### src/rtl/ufbd_pkg.sv
// ----------------------------------------------------------------------------
// ufbd_pkg: shared types and constants for the UART fractional baud divider
// Field widths, divider limits, and the command/status bundles that pass
// between the sequencer and the datapath.
// ----------------------------------------------------------------------------
`default_nettype none

package ufbd_pkg;

  // Field widths
  localparam int CLK_W  = 28;
  localparam int BAUD_W = 24;
  localparam int DIV_W  = 16;
  localparam int FRAC_W = 4;

  // 16x oversampling: clock/16 is a 4-bit shift
  localparam int OVS_SHIFT = 4;

  // Quotient of (clock/16)/baud, one bit per divide step
  localparam int QUO_W   = CLK_W - OVS_SHIFT;
  localparam int STEP_W  = $clog2(QUO_W);

  // Reduced denominator i*(mul+add): 16-bit divisor times a 5-bit sum
  localparam int SUM_W  = FRAC_W + 1;
  localparam int DEN_W  = DIV_W + SUM_W;
  // 16*den*baud and clock*mul before the difference
  localparam int XP_W   = DEN_W + BAUD_W;
  localparam int X_W    = XP_W + OVS_SHIFT;
  localparam int Y_W    = CLK_W + FRAC_W;
  // Error numerator is below 2^34 for every candidate; two bits of margin
  localparam int NUM_W  = 36;
  localparam int PROD_W = NUM_W + DEN_W;

  localparam logic [DIV_W-1:0]  DIV_MAX   = '1;
  localparam logic [DIV_W-1:0]  DIV_ONE   = DIV_W'(1);
  localparam logic [FRAC_W-1:0] FRAC_ZERO = '0;
  localparam logic [FRAC_W-1:0] FRAC_ONE  = FRAC_W'(1);
  localparam logic [FRAC_W-1:0] FRAC_TWO  = FRAC_W'(2);
  localparam logic [CLK_W-1:0]  CLK_RESET = CLK_W'(60000000);

  localparam int FRAC_LIMIT_DEF = 16;

  // Divisor offset of a candidate relative to the base divisor
  typedef enum logic [1:0] {
    OFF_DN  = 2'd0,
    OFF_MID = 2'd1,
    OFF_UP  = 2'd2
  } offset_t;

  // Sequencer to datapath
  typedef struct packed {
    logic                 load;      // capture baud, start division
    logic                 div_step;  // one restoring-division step
    logic                 check;     // latch base divisor and exact flag
    logic                 issue;     // launch one candidate into the pipe
    logic                 init;      // candidate seeds the best-so-far
    offset_t              off;
    logic [FRAC_W-1:0]    frac_add;
    logic [FRAC_W-1:0]    frac_mul;
  } cmd_t;

  // Datapath to sequencer
  typedef struct packed {
    logic exact;    // quotient alone hits the rate (valid during check)
    logic div_min;  // base divisor is 1, no lower neighbor
    logic div_max;  // base divisor is saturated, no upper neighbor
  } status_t;

endpackage

`default_nettype wire

### src/rtl/ufbd_ctrl.sv
// ----------------------------------------------------------------------------
// ufbd_ctrl: sequencer for the baud divider search
// Runs the division steps, then walks the candidate list (divisor offset,
// mul, add) and launches each candidate into the datapath, with a gap between.
// ----------------------------------------------------------------------------
`default_nettype none

module ufbd_ctrl #(
  parameter int FRAC_LIMIT = ufbd_pkg::FRAC_LIMIT_DEF
) (
  input  wire logic              clk,
  input  wire logic              rst,
  input  wire logic              start,
  output logic                   busy,
  output logic                   done,
  output ufbd_pkg::cmd_t         cmd,
  input  wire ufbd_pkg::status_t st
);
  import ufbd_pkg::*;

  typedef enum logic [2:0] {
    S_IDLE,
    S_DIV,
    S_CHECK,
    S_BASE,
    S_SEARCH,
    S_DRAIN
  } state_t;

  localparam logic [FRAC_W-1:0] LAST_M   = FRAC_W'(FRAC_LIMIT - 1);
  localparam logic [STEP_W-1:0] LAST_STP = STEP_W'(QUO_W - 1);
  localparam logic [1:0]        LAST_DRN = 2'd2;
  localparam bit                HAS_FRAC = (FRAC_LIMIT > 2);

  state_t            state;
  logic [STEP_W-1:0] step_cnt;
  logic [1:0]        drain_cnt;
  logic              gap;
  offset_t           off;
  logic [FRAC_W-1:0] m;
  logic [FRAC_W-1:0] a;

  logic    last_a;
  logic    last_m;
  logic    last_cand;
  offset_t end_off;
  offset_t start_off;
  offset_t off_inc;

  assign busy = (state != S_IDLE);

  // candidate walk bounds
  assign end_off   = st.div_max ? OFF_MID : OFF_UP;
  assign start_off = st.div_min ? OFF_MID : OFF_DN;
  assign last_a    = (a == m - FRAC_ONE);
  assign last_m    = (m == LAST_M);
  assign last_cand = last_a && last_m && (off == end_off);

  always_comb begin
    unique case (off)
      OFF_DN:  off_inc = OFF_MID;
      OFF_MID: off_inc = OFF_UP;
      default: off_inc = OFF_UP;
    endcase
  end

  // commands to the datapath
  always_comb begin
    cmd.load     = (state == S_IDLE) && start;
    cmd.div_step = (state == S_DIV);
    cmd.check    = (state == S_CHECK);
    cmd.init     = (state == S_BASE);
    cmd.issue    = (state == S_BASE) || ((state == S_SEARCH) && !gap);
    cmd.off      = (state == S_BASE) ? OFF_MID : off;
    cmd.frac_add = (state == S_BASE) ? FRAC_ZERO : a;
    cmd.frac_mul = (state == S_BASE) ? FRAC_ONE : m;
  end

  // state and registered outputs
  always_ff @(posedge clk) begin
    if (rst) begin
      state     <= S_IDLE;
      done      <= 1'b0;
      step_cnt  <= '0;
      drain_cnt <= '0;
      gap       <= 1'b0;
      off       <= OFF_DN;
      m         <= FRAC_TWO;
      a         <= FRAC_ONE;
    end else begin
      done <= 1'b0;
      unique case (state)
        S_IDLE: begin
          if (start) begin
            state    <= S_DIV;
            step_cnt <= '0;
          end
        end
        S_DIV: begin
          step_cnt <= step_cnt + STEP_W'(1);
          if (step_cnt == LAST_STP) begin
            state <= S_CHECK;
          end
        end
        S_CHECK: begin
          if (st.exact) begin
            state <= S_IDLE;
            done  <= 1'b1;
          end else begin
            state <= S_BASE;
          end
        end
        S_BASE: begin
          gap       <= 1'b1;
          off       <= start_off;
          m         <= FRAC_TWO;
          a         <= FRAC_ONE;
          drain_cnt <= '0;
          state     <= HAS_FRAC ? S_SEARCH : S_DRAIN;
        end
        S_SEARCH: begin
          gap <= !gap;
          if (!gap) begin
            if (last_cand) begin
              state     <= S_DRAIN;
              drain_cnt <= '0;
            end else if (last_a) begin
              a <= FRAC_ONE;
              if (last_m) begin
                m   <= FRAC_TWO;
                off <= off_inc;
              end else begin
                m <= m + FRAC_ONE;
              end
            end else begin
              a <= a + FRAC_ONE;
            end
          end
        end
        S_DRAIN: begin
          drain_cnt <= drain_cnt + 2'd1;
          if (drain_cnt == LAST_DRN) begin
            state <= S_IDLE;
            done  <= 1'b1;
          end
        end
        default: begin
          state <= S_IDLE;
        end
      endcase
    end
  end

endmodule

`default_nettype wire

### config.mk
export PLATFORM = sky130hd
export DESIGN_NAME = ufbd_ctrl
export DESIGN_NICKNAME = d
export VERILOG_FILES = /design/src/rtl/ufbd_pkg.sv /design/src/rtl/ufbd_ctrl.sv
export SDC_FILE = /design/constraint.sdc
export NUM_CORES = 1
export LEC_CHECK = 0
export BUFFER_PORTS_ARGS = -buffer_cell sky130_fd_sc_hd__buf_2
export CAP_MARGIN = 0
export CORE_MARGIN = 5
export CORE_UTILIZATION = 34
export DETAILED_ROUTE_END_ITERATION = 12
export GPL_TIMING_DRIVEN = 0
export PLACE_DENSITY = 0.54
export SYNTH_ARGS = -nofsm -noshare
export SYNTH_HDL_FRONTEND = slang
export SYNTH_SLANG_ARGS = --single-unit
### constraint.sdc
create_clock -name clk -period 2 [get_ports clk]
set_input_delay 0.3 -clock clk [delete_from_list [all_inputs] [get_ports clk]]
set_output_delay 0.3 -clock clk [all_outputs]
set_load 0.1 [all_outputs]
==> results of run 1 <==
## worst max-delay path by stage
stage                   from  endpoint  slack (ns)  depth (start not counted)
floorplan           state[0]  state[0]       -0.34                          4
global placement        m[0]      m[3]       -0.20                          7
detailed placement      m[0]      m[3]       -0.27                          7
CTS                 state[0]   cmd[13]      0.0005                          3
global route        state[2]      a[0]       -0.08                          8
finish              state[2]    off[0]       0.007                          7
## layer usage
metal  wire [µm]  share of wire  vias to the layer above  track usage
met5           0              0                        -            0
li1            -              -                      670            -
met1        1680           0.46                      630        0.177
met4          36         0.0098                        0       0.0389
met2        1800           0.49                       20        0.255
met3         153          0.042                        4       0.0358
## synth_stat cells (2+ instances only)
master    instances  area [µm²]
xor2_1            4        35.0
a211oi_1          4        30.0
and3_1            2        12.5
xnor2_1           2        17.5
o21ai_0          11        55.1
nand2b_1          4        25.0
or4_1             2        15.0
ha_1              5        62.6
nor3_1            7        35.0
and2_1            5        31.3
nand3b_1          7        52.6
nor2b_1           2        12.5
nor4b_1           2        17.5
nand4b_1          2        17.5
nand2_1           7        26.3
inv_1             8        30.0
o31ai_1           2        15.0
clkbuf_1          3        11.3
or3_1             2        12.5
a21oi_1          16        80.1
or3b_1            3        26.3
nand3_1           6        30.0
a311oi_1          3        26.3
a41oi_1           2        17.5
dfxtp_1          22         440
nor2_1            9        33.8
buf_2             3        15.0
a31oi_1           2        12.5
## cell families (layout without fill, tap and decap cells)
group / Yosys count / in the layout / share of synthesized area
fa+ha+maj: 5 / 5 / 0.0460
xor+xnor: 7 / 7 / 0.0552
simple gates: 68 / 68 / 0.305
flops: 22 / 22 / 0.324
buf+inv: 16 / 46 / 0.0478
compound gates: 48 / 48 / 0.222
## state kept, by name, indices dropped and copies added (netlist names)
signal and cells:
m 4, gap 1, state 3, step_cnt 5, done 1, a 4
drain_cnt 2, off 2
## power groups by stage
stage / sequential, mW / clock [mW] / combinational [mW]
2_1_floorplan: 0.457 / 0 / 0.0621
3_3_place_gp: 0.458 / 0 / 0.0812
3_5_place_dp: 0.458 / 0 / 0.0827
4_1_cts: 0.445 / 0.343 / 0.0831
5_1_grt: 0.446 / 0.364 / 0.0907
6_report: 0.445 / 0.332 / 0.0839
## per-stage QoR
step | cells | setup TNS [ns] | cell area (µm²) | utilization | hold WS [ns]
after floorplan | 166 | -0.999 | 1420 | - | 0.372
after global placement | 238 | -0.860 | 1590 | 0.403 | 0.455
after detailed placement | 238 | -1.24 | 1590 | 0.403 | 0.473
after CTS | 246 | 0 | 1770 | 0.449 | 0.280
after global routing | 246 | -0.213 | 1800 | 0.457 | 0.285
final | 246 | 0 | 1800 | 0.457 | 0.282
## timing repair
| action | 4_1_cts | 5_1_grt |
|---|---|---|
| cloned | 0 | 0 |
| pin swaps | 4 | 1 |
| resized for setup | 26 | 12 |
| setup endpoints to repair | 18 | 19 |
| setup buffers | 5 | 0 |
## cell type report
class | instances | area (µm²) | area share
buffer | 6 | 38.8 | 0.0215
clock buffer | 4 | 55.1 | 0.0306
inverter | 9 | 51.3 | 0.0285
multi-input combinational | 128 | 955 | 0.530
sequential | 22 | 452 | 0.251
tap | 50 | 62.6 | 0.0347
timing repair buffer | 27 | 188 | 0.104
==> impl_metrics.py, run 1 <==
metrics = {
    "place": {
        "port_buffers": 22,
        "hpwl_um": 2610,
        "routabilityCongestion": 0.808,
        "pre_cts_ws_ns": -0.270,
    },
    "clock_network": {
        "cts_sinks": 22,
        "hold_buffers": 0,
        "clk_latency_ns": 0.27,
        "numCtsBuffers": 3,
        "clk_pin_slew_worst_paths_ns": 0.08,
        "clockRootBuffer": "clkbuf_8",
        "htreeDepth": 1,
        "cts_tree": "done",
        "ctsLongestPathBuffers": 2,
    },
    "route": {
        "drt-initial-drc-count": 43,
        "wl_per_cell_um": 14.9,
        "ant_nets": 0,
        "dr.pass1.iters": 4,
        "wirelength_um": 3670,
        "route.detailed.drc": 0,
        "num_vias": 1324,
        "vias_per_cell": 5.38,
    },
    "yosys": {
        "synth_fp_nets": 177,
        "avgSynthCellArea_um2": 8.19,
        "synthFlopType": "dfxtp_1",
        "syn_inst": 166,
        "yosysSeqAreaShare": 0.324,
        "syn-cell-area_um2": 1360,
        "synth_cell_types": 47,
        "yosysWarningCount": 0,
        "async_reset_ff_frac": 0,
        "ys_ff_latch": 22,
        "synth_edf_count": 0,
    },
    "worst_setup_path": {
        "worstReg2RegEnd": "off[0]",
        "crit_path_end_kind": "flop",
        "path_buf_inv": 2,
        "crit_slowest_cell": "or4b_4",
        "required_ns": 2.14,
        "critPathLaunchType": "flop",
        "critPathTopFamily": "simple AND/OR/NAND/NOR gates",
        "crit_arrival_ns": 2.13,
        "rr_worst_depth": 7,
        "critPathMaxFanout": 10,
        "r2r-start": "state[2]",
        "slowest_delay_ns": 0.51,
        "r2r_slack_ns": 0.007,
        "crit_chain": "buf_6 > nand3b_1 > bufinv_8 > o211ai_1 > or4b_4 > a221oi_2 > nor3_1",
        "crit_type": "reg2reg",
    },
    "sta": {
        "relSlewSlack": 0.664,
        "clock_skew_ns": 0.00480,
        "fin_crit_sh": 0.997,
        "rsz0062_at_grt": "yes",
        "slew_viol_final": 0,
        "hold_viol_final": 0,
        "final.setup.worst_slack_ns": 0.00697,
        "period_minus_slack_ns": 1.99,
        "max_freq_mhz": 502,
        "setup_viol": 0,
        "worstMarginPinSlew_ns": 0.504,
    },
    "pwr": {
        "ir_drop_v": 0.000321,
        "switching_share": 0.262,
        "p_clk_frac": 0.386,
        "power_density_nw_per_um2": 478,
        "p_leak_nw": 0.663,
        "power.net_switching_mw": 0.226,
        "finalPower_mw": 0.861,
        "p_comb_frac": 0.097,
        "p_int_mw": 0.635,
        "pwr-share-seq": 0.517,
    },
    "global_routing": {
        "grt_use_total": 0.146,
        "grt-ovfl-total": 0,
        "grt_pass1_vias": 1356,
        "grt_antenna_before_repair": 0,
        "grt_pass1_wl_um": 6170,
        "grt_max_degree": 13,
    },
    "worst_hold_path": {
        "hp-class": "in2reg",
        "hold_path_end": "step_cnt[4]",
        "whs_path_depth": 2,
        "min_from": "rst",
    },
    "finish": {
        "syn_to_final_growth_pct": 32.5,
        "n_antenna_cell": 0,
        "drive_above_1_share": 0.316,
        "fin_nets": 208,
        "most-common-layout-cells": "dfxtp_1 (17), buf_4 (15), a21oi_1 (15), o21ai_0 (11), buf_2 (10)",
        "layout_commonest_cell": "dfxtp_1",
        "nFillCells": 388,
    },
    "run_status": {
        "status": "finished clean",
    },
    "floorplan": {
        "rows": 23,
        "core_um2": 3940,
        "die_h_um": 73.2,
        "die_w_um": 73.2,
        "die_area_um2": 5360,
        "io_pins": 23,
        "start_util": 0.345,
    },
    "job": {
        "drv_cap": 0,
    },
}
Note: power is estimated with default switching activity, not from simulation.
==> run 2, diff against run 1 <==
--- a/config.mk
+++ b/config.mk
@@ -11,7 +11,8 @@
 export CORE_UTILIZATION = 34
 export DETAILED_ROUTE_END_ITERATION = 12
 export GPL_TIMING_DRIVEN = 0
-export PLACE_DENSITY = 0.54
+export PLACE_DENSITY = 0.52
+export SETUP_SLACK_MARGIN = 0.4
 export SYNTH_ARGS = -nofsm -noshare
 export SYNTH_HDL_FRONTEND = slang
 export SYNTH_SLANG_ARGS = --single-unit
==> run 2 against run 1 <==
Net effect: count of clock-buffer cells in the layout down 1; maximum frequency up 0.22%; core utilization up 21 points; largest power group unchanged.
==> impl_metrics.py, run 2 (synthesized netlist as in run 1, its figures left out) <==
metrics = {
    "run_status": {
        "status": "finished clean",
    },
    "worst_setup_path": {
        "rr_worst_depth": 7,
        "crit_path_end_kind": "flop",
        "crit_arrival_ns": 2.13,
        "critPathLaunchType": "flop",
        "critPathMaxFanout": 5,
        "r2r-start": "m[0]",
        "setup.worst_path.end": "off[0]",
        "r2r_slack_ns": 0.01,
        "critPathLaunch": "m[0]",
        "worstReg2RegEnd": "off[0]",
        "crit_type": "reg2reg",
        "required_ns": 2.14,
    },
    "finish": {
        "regMostFlops": "step_cnt",
        "n_antenna_cell": 0,
        "fin_nets": 247,
        "nFillCells": 289,
        "syn_to_final_growth_pct": 91.9,
        "drive_above_1_share": 0.583,
        "layout_commonest_cell": "buf_4",
        "most-common-layout-cells": "buf_4 (26), buf_6 (19), buf_12 (15), dfxtp_1 (14), a21oi_1 (11)",
        "largest_reg_flops": 5,
        "top_regs": "step_cnt (5), a (4), m (4)",
    },
    "sta": {
        "rsz0062_at_grt": "yes",
        "slew_viol_final": 0,
        "setup_viol": 0,
        "final.setup.worst_slack_ns": 0.0113,
        "max_freq_mhz": 503,
        "fin_crit_sh": 0.994,
        "relSlewSlack": 0.658,
        "worst_hold_slack_ns": 0.290,
        "worstMarginPinSlew_ns": 0.514,
        "hold_viol_final": 0,
        "clock_skew_ns": 0.00202,
        "period_minus_slack_ns": 1.99,
    },
    "floorplan": {
        "die_w_um": 73.2,
        "die_area_um2": 5360,
        "rows": 23,
        "io_pins": 23,
        "start_util": 0.345,
        "core_um2": 3940,
        "die_h_um": 73.2,
    },
    "clock_network": {
        "ctsLongestPathBuffers": 2,
        "hold_buffers": 0,
        "numCtsBuffers": 3,
        "cts_tree": "done",
        "clk_pin_slew_worst_paths_ns": 0.09,
        "clockRootBuffer": "clkbuf_8",
        "cts_sinks": 22,
        "clk_latency_ns": 0.26,
        "htreeDepth": 1,
    },
    "route": {
        "wl_per_cell_um": 16.1,
        "route.detailed.drc": 0,
        "wirelength_um": 4580,
        "ant_nets": 0,
        "num_vias": 1538,
        "dr.pass1.iters": 4,
        "drt-initial-drc-count": 94,
        "vias_per_cell": 5.40,
    },
    "pwr": {
        "pwr-share-seq": 0.454,
        "p_leak_nw": 0.995,
        "finalPower_mw": 0.985,
        "p_comb_frac": 0.113,
        "switching_share": 0.241,
        "ir_drop_v": 0.000287,
        "power_density_nw_per_um2": 377,
        "p_clk_frac": 0.433,
        "power.net_switching_mw": 0.237,
        "p_int_mw": 0.748,
    },
    "place": {
        "routabilityCongestion": 0.778,
        "hpwl_um": 2740,
        "port_buffers": 22,
        "pre_cts_ws_ns": -0.116,
    },
    "global_routing": {
        "grt_pass1_vias": 1528,
        "grt_antenna_before_repair": 0,
        "grt_max_degree": 14,
        "grt-ovfl-total": 0,
        "grt_use_total": 0.163,
        "grt_pass1_wl_um": 7030,
    },
    "worst_hold_path": {
        "hp-class": "in2reg",
    },
    "job": {
        "drv_cap": 0,
    },
}
-- run 2: how the worst min path moves through the flow --
stage                   end  slack (ns)          from  cells past startpoint
2_1_floorplan      state[0]        0.36           rst                      1
3_3_place_gp   drain_cnt[0]        0.45  drain_cnt[0]                      1
3_5_place_dp   drain_cnt[1]        0.48  drain_cnt[1]                      2
4_1_cts            state[0]        0.28           rst                      2
5_1_grt            state[0]        0.30           rst                      2
6_report           state[0]        0.29           rst                      2
-- run 2: power by group through the flow --
stage	combinational (mW)	sequential (mW)	clock, mW
6_report	0.111	0.447	0.426
2_1_floorplan	0.0639	0.456	0
3_3_place_gp	0.0825	0.457	0
5_1_grt	0.118	0.448	0.453
3_5_place_dp	0.0844	0.458	0
4_1_cts	0.102	0.447	0.430
-- run 2: timing repair --
item / in CTS / in global routing
cloned: 0 / 1
resized for setup: 90 / 47
endpoints found under the setup margin: 29 / 30
pin swaps: 16 / 14
buffers inserted: 29 / 13
endpoints found under the hold margin: 0 / 0
-- run 2: final cells by class --
type,instances,area [µm²],area share
Buffer,7,80.1,0.0307
Clock buffer,3,41.3,0.0158
Clock inverter,1,30.0,0.0115
Inverter,9,56.3,0.0216
Multi-Input combinational cell,128,1140,0.436
Sequential cell,22,455,0.174
Tap cell,50,62.6,0.0240
Timing Repair Buffer,65,746,0.286
-- run 2: worst max-delay path: stages, from the launching register on --
cell	delay, ns
dfxtp_4	0.40
inv_4	0.05
ha_4	0.27
xor2_2	0.16
o211ai_1	0.15
or4b_4	0.53
a221oi_2	0.24
nor3_1	0.06
-- run 2: metrics by stage --
stage               area, µm²  TNS [ns]  std cells  utilization
global placement         1670    -0.317        238        0.424
finish                   2610         0        285        0.662
detailed placement       1670    -0.374        238        0.424
floorplan                1500     -1.02        166            -
CTS                      2310         0        271        0.585
global route             2610   -0.0759        285        0.662
-- run 2: metal layers --
metal  GRT usage  share of wire
met4      0.0492          0.024
met2       0.311           0.54
met3      0.0165          0.026
met5           0              0
met1       0.189           0.41
==> run 3, diff against run 2 <==
--- a/config.mk
+++ b/config.mk
@@ -5,14 +5,16 @@
 export SDC_FILE = /design/constraint.sdc
 export NUM_CORES = 1
 export LEC_CHECK = 0
-export BUFFER_PORTS_ARGS = -buffer_cell sky130_fd_sc_hd__buf_2
 export CAP_MARGIN = 0
+export CORE_ASPECT_RATIO = 0.8
 export CORE_MARGIN = 5
 export CORE_UTILIZATION = 34
 export DETAILED_ROUTE_END_ITERATION = 12
+export DONT_BUFFER_PORTS = 1
 export GPL_TIMING_DRIVEN = 0
-export PLACE_DENSITY = 0.52
+export PLACE_DENSITY = 0.47
 export SETUP_SLACK_MARGIN = 0.4
 export SYNTH_ARGS = -nofsm -noshare
 export SYNTH_HDL_FRONTEND = slang
 export SYNTH_SLANG_ARGS = --single-unit
+export TNS_END_PERCENT = 30
==> run 3 against run 2 <==
Net effect: the run now ends with negative setup slack left; core utilization fell by 17 points; critical path type unchanged; clock power decreased by 23%; clock skew about the same; sequential power hardly changed; highest routed layer unchanged; non-clock buffer count is 49 lower; via count is 14% lower.
==> impl_metrics.py, run 3 (synthesized netlist as in run 1, its figures left out) <==
metrics = {
    "clock_network": {
        "clk_pin_slew_worst_paths_ns": 0.08,
        "hold_buffers": 0,
        "htreeDepth": 1,
        "ctsLongestPathBuffers": 2,
        "cts_tree": "done",
        "clockRootBuffer": "clkbuf_8",
        "clk_latency_ns": 0.27,
        "numCtsBuffers": 3,
        "cts_sinks": 22,
    },
    "worst_setup_path": {
        "setup.worst_path.end": "a[0]",
        "crit_slowest_cell": "clkinvlp_4",
        "crit_chain": "buf_6 > nand3b_1 > bufinv_16 > nor2_4 > clkinvlp_4 > a21o_1 > or3b_1",
        "required_ns": 2.16,
        "crit_path_end_kind": "flop",
        "r2r-start": "state[2]",
        "crit_type": "reg2reg",
        "critPathLaunchType": "flop",
        "critPathLaunch": "state[2]",
        "critPathMaxFanout": 7,
        "crit_arrival_ns": 2.47,
        "rr_worst_depth": 7,
        "worstReg2RegEnd": "a[0]",
        "r2r_slack_ns": -0.32,
        "slowest_delay_ns": 0.50,
    },
    "finish": {
        "fin_area_um2": 1890,
        "fin_nets": 200,
        "nFillCells": 366,
        "fin_cells": 243,
        "regMostFlops": "step_cnt",
        "syn_to_final_growth_pct": 39.3,
        "regArea_um2": 452,
        "largest_reg_flops": 5,
        "most-common-layout-cells": "dfxtp_1 (17), a21oi_1 (13), o21ai_0 (10), buf_4 (9)",
        "drive_above_1_share": 0.356,
        "layout_commonest_cell": "dfxtp_1",
        "top_regs": "step_cnt (5), a (4), m (4)",
        "n_antenna_cell": 0,
        "multi_input_area_um2": 1020,
        "final_util": 0.495,
    },
    "worst_hold_path": {
        "min_from": "rst",
        "hp-class": "in2reg",
    },
    "sta": {
        "worstMarginPinSlew_ns": 1.16,
        "fin_crit_sh": 1.16,
        "max_freq_mhz": 432,
        "rsz0062_at_grt": "yes",
        "setup_viol": 20,
        "final.setup.worst_slack_ns": -0.316,
        "relSlewSlack": 0.222,
        "worst_hold_slack_ns": 0.0919,
        "period_minus_slack_ns": 2.32,
        "hold_viol_final": 0,
        "slew_viol_final": 0,
        "clock_skew_ns": 0.00200,
    },
    "floorplan": {
        "rows": 20,
        "core_um2": 3830,
        "die_w_um": 80.7,
        "die_area_um2": 5370,
        "start_util": 0.355,
        "io_pins": 23,
        "die_h_um": 66.6,
    },
    "place": {
        "port_buffers": 0,
        "pre_cts_ws_ns": -0.571,
        "routabilityCongestion": 0.769,
        "placed_cells": 223,
        "place_area_um2": 1530,
        "hpwl_um": 2620,
    },
    "pwr": {
        "p_leak_nw": 0.645,
        "ir_drop_v": 0.000390,
        "power_density_nw_per_um2": 453,
    },
    "global_routing": {
        "grt_max_degree": 13,
        "grt_antenna_before_repair": 0,
        "grt-ovfl-total": 0,
        "grt_pass1_vias": 1260,
        "grt_pass1_wl_um": 6230,
        "grt_use_total": 0.150,
    },
    "run_status": {
        "status": "complete, but fails checks",
        "violations": "negative setup slack",
    },
    "route": {
        "num_vias": 1328,
        "route.detailed.drc": 0,
        "wl_per_cell_um": 15.8,
        "wirelength_um": 3850,
        "vias_per_cell": 5.47,
        "dr.pass1.iters": 4,
        "ant_nets": 0,
        "drt-initial-drc-count": 113,
    },
    "job": {
        "drv_cap": 0,
    },
}
run 3: changes by cell type in the layout (fill, tap and decap cells not counted), moves of 3 or more:
| cell | previous run | this run |
|---|---|---|
| dfxtp_2 | 6 | 3 |
| buf_6 | 19 | 5 |
| buf_2 | 6 | 1 |
| dfxtp_1 | 14 | 17 |
| nor2_4 | 4 | 1 |
| buf_4 | 26 | 9 |
| buf_12 | 15 | 1 |
run 3: worst max-delay path, delay by kind of cell (launching register included):
family | cells | cell delay, ns
DFF | 1 | 0.33
AOI/OAI and AO/OA | 1 | 0.37
and+or+nand+nor | 3 | 0.65
buffers and inverters | 3 | 0.84
run 3: how the worst min path moves through the flow:
stage / slack [ns] / cells after the start / to
CTS: 0.08 / 1 / state[0]
finish: 0.09 / 1 / step_cnt[4]
floorplan: 0.36 / 1 / state[0]
global placement: 0.37 / 1 / state[0]
global route: 0.07 / 1 / state[0]
detailed placement: 0.37 / 1 / state[0]
run 3: power breakdown:
| part | internal (mW) | switching (mW) | total, mW | leakage, nW |
|---|---|---|---|---|
| registers | 0.439 | 0.00719 | 0.447 | 0.180 |
| logic | 0.0205 | 0.0609 | 0.0814 | 0.436 |
| clock network | 0.176 | 0.153 | 0.329 | 0.0288 |
run 3: final cells by class:
| cell class | instances | area share |
|---|---|---|
| clock buffers | 4 | 0.0291 |
| multi-input cells | 129 | 0.540 |
| repair inverters | 1 | 0.00462 |
| inverters | 9 | 0.0337 |
| flip-flops and latches | 22 | 0.238 |
| repair buffers | 16 | 0.0885 |
| well taps | 55 | 0.0363 |
| plain buffers | 7 | 0.0291 |
run 3: repair_timing:
item	in CTS	in global routing
pin swaps	4	8
resized for setup	33	17
gates cloned	1	1
endpoints found under the setup margin	33	34
buffers inserted	10	4
run 3: per-layer routing:
layer,part of all wire,global-route usage,up-vias,wire [µm]
li1,-,-,660,-
met1,0.50,0.203,638,1910
met2,0.45,0.241,23,1740
met3,0.044,0.0419,7,169
met4,0.0075,0.0232,0,29
met5,0,0,-,0
run 3: metrics by stage:
step	total power, mW	TNS [ns]
after global routing	0.897	-4.18
after global placement	0.530	-4.11
after floorplan	0.521	-1.11
after detailed placement	0.531	-3.50
after CTS	0.866	-2.14
final	0.857	-2.42
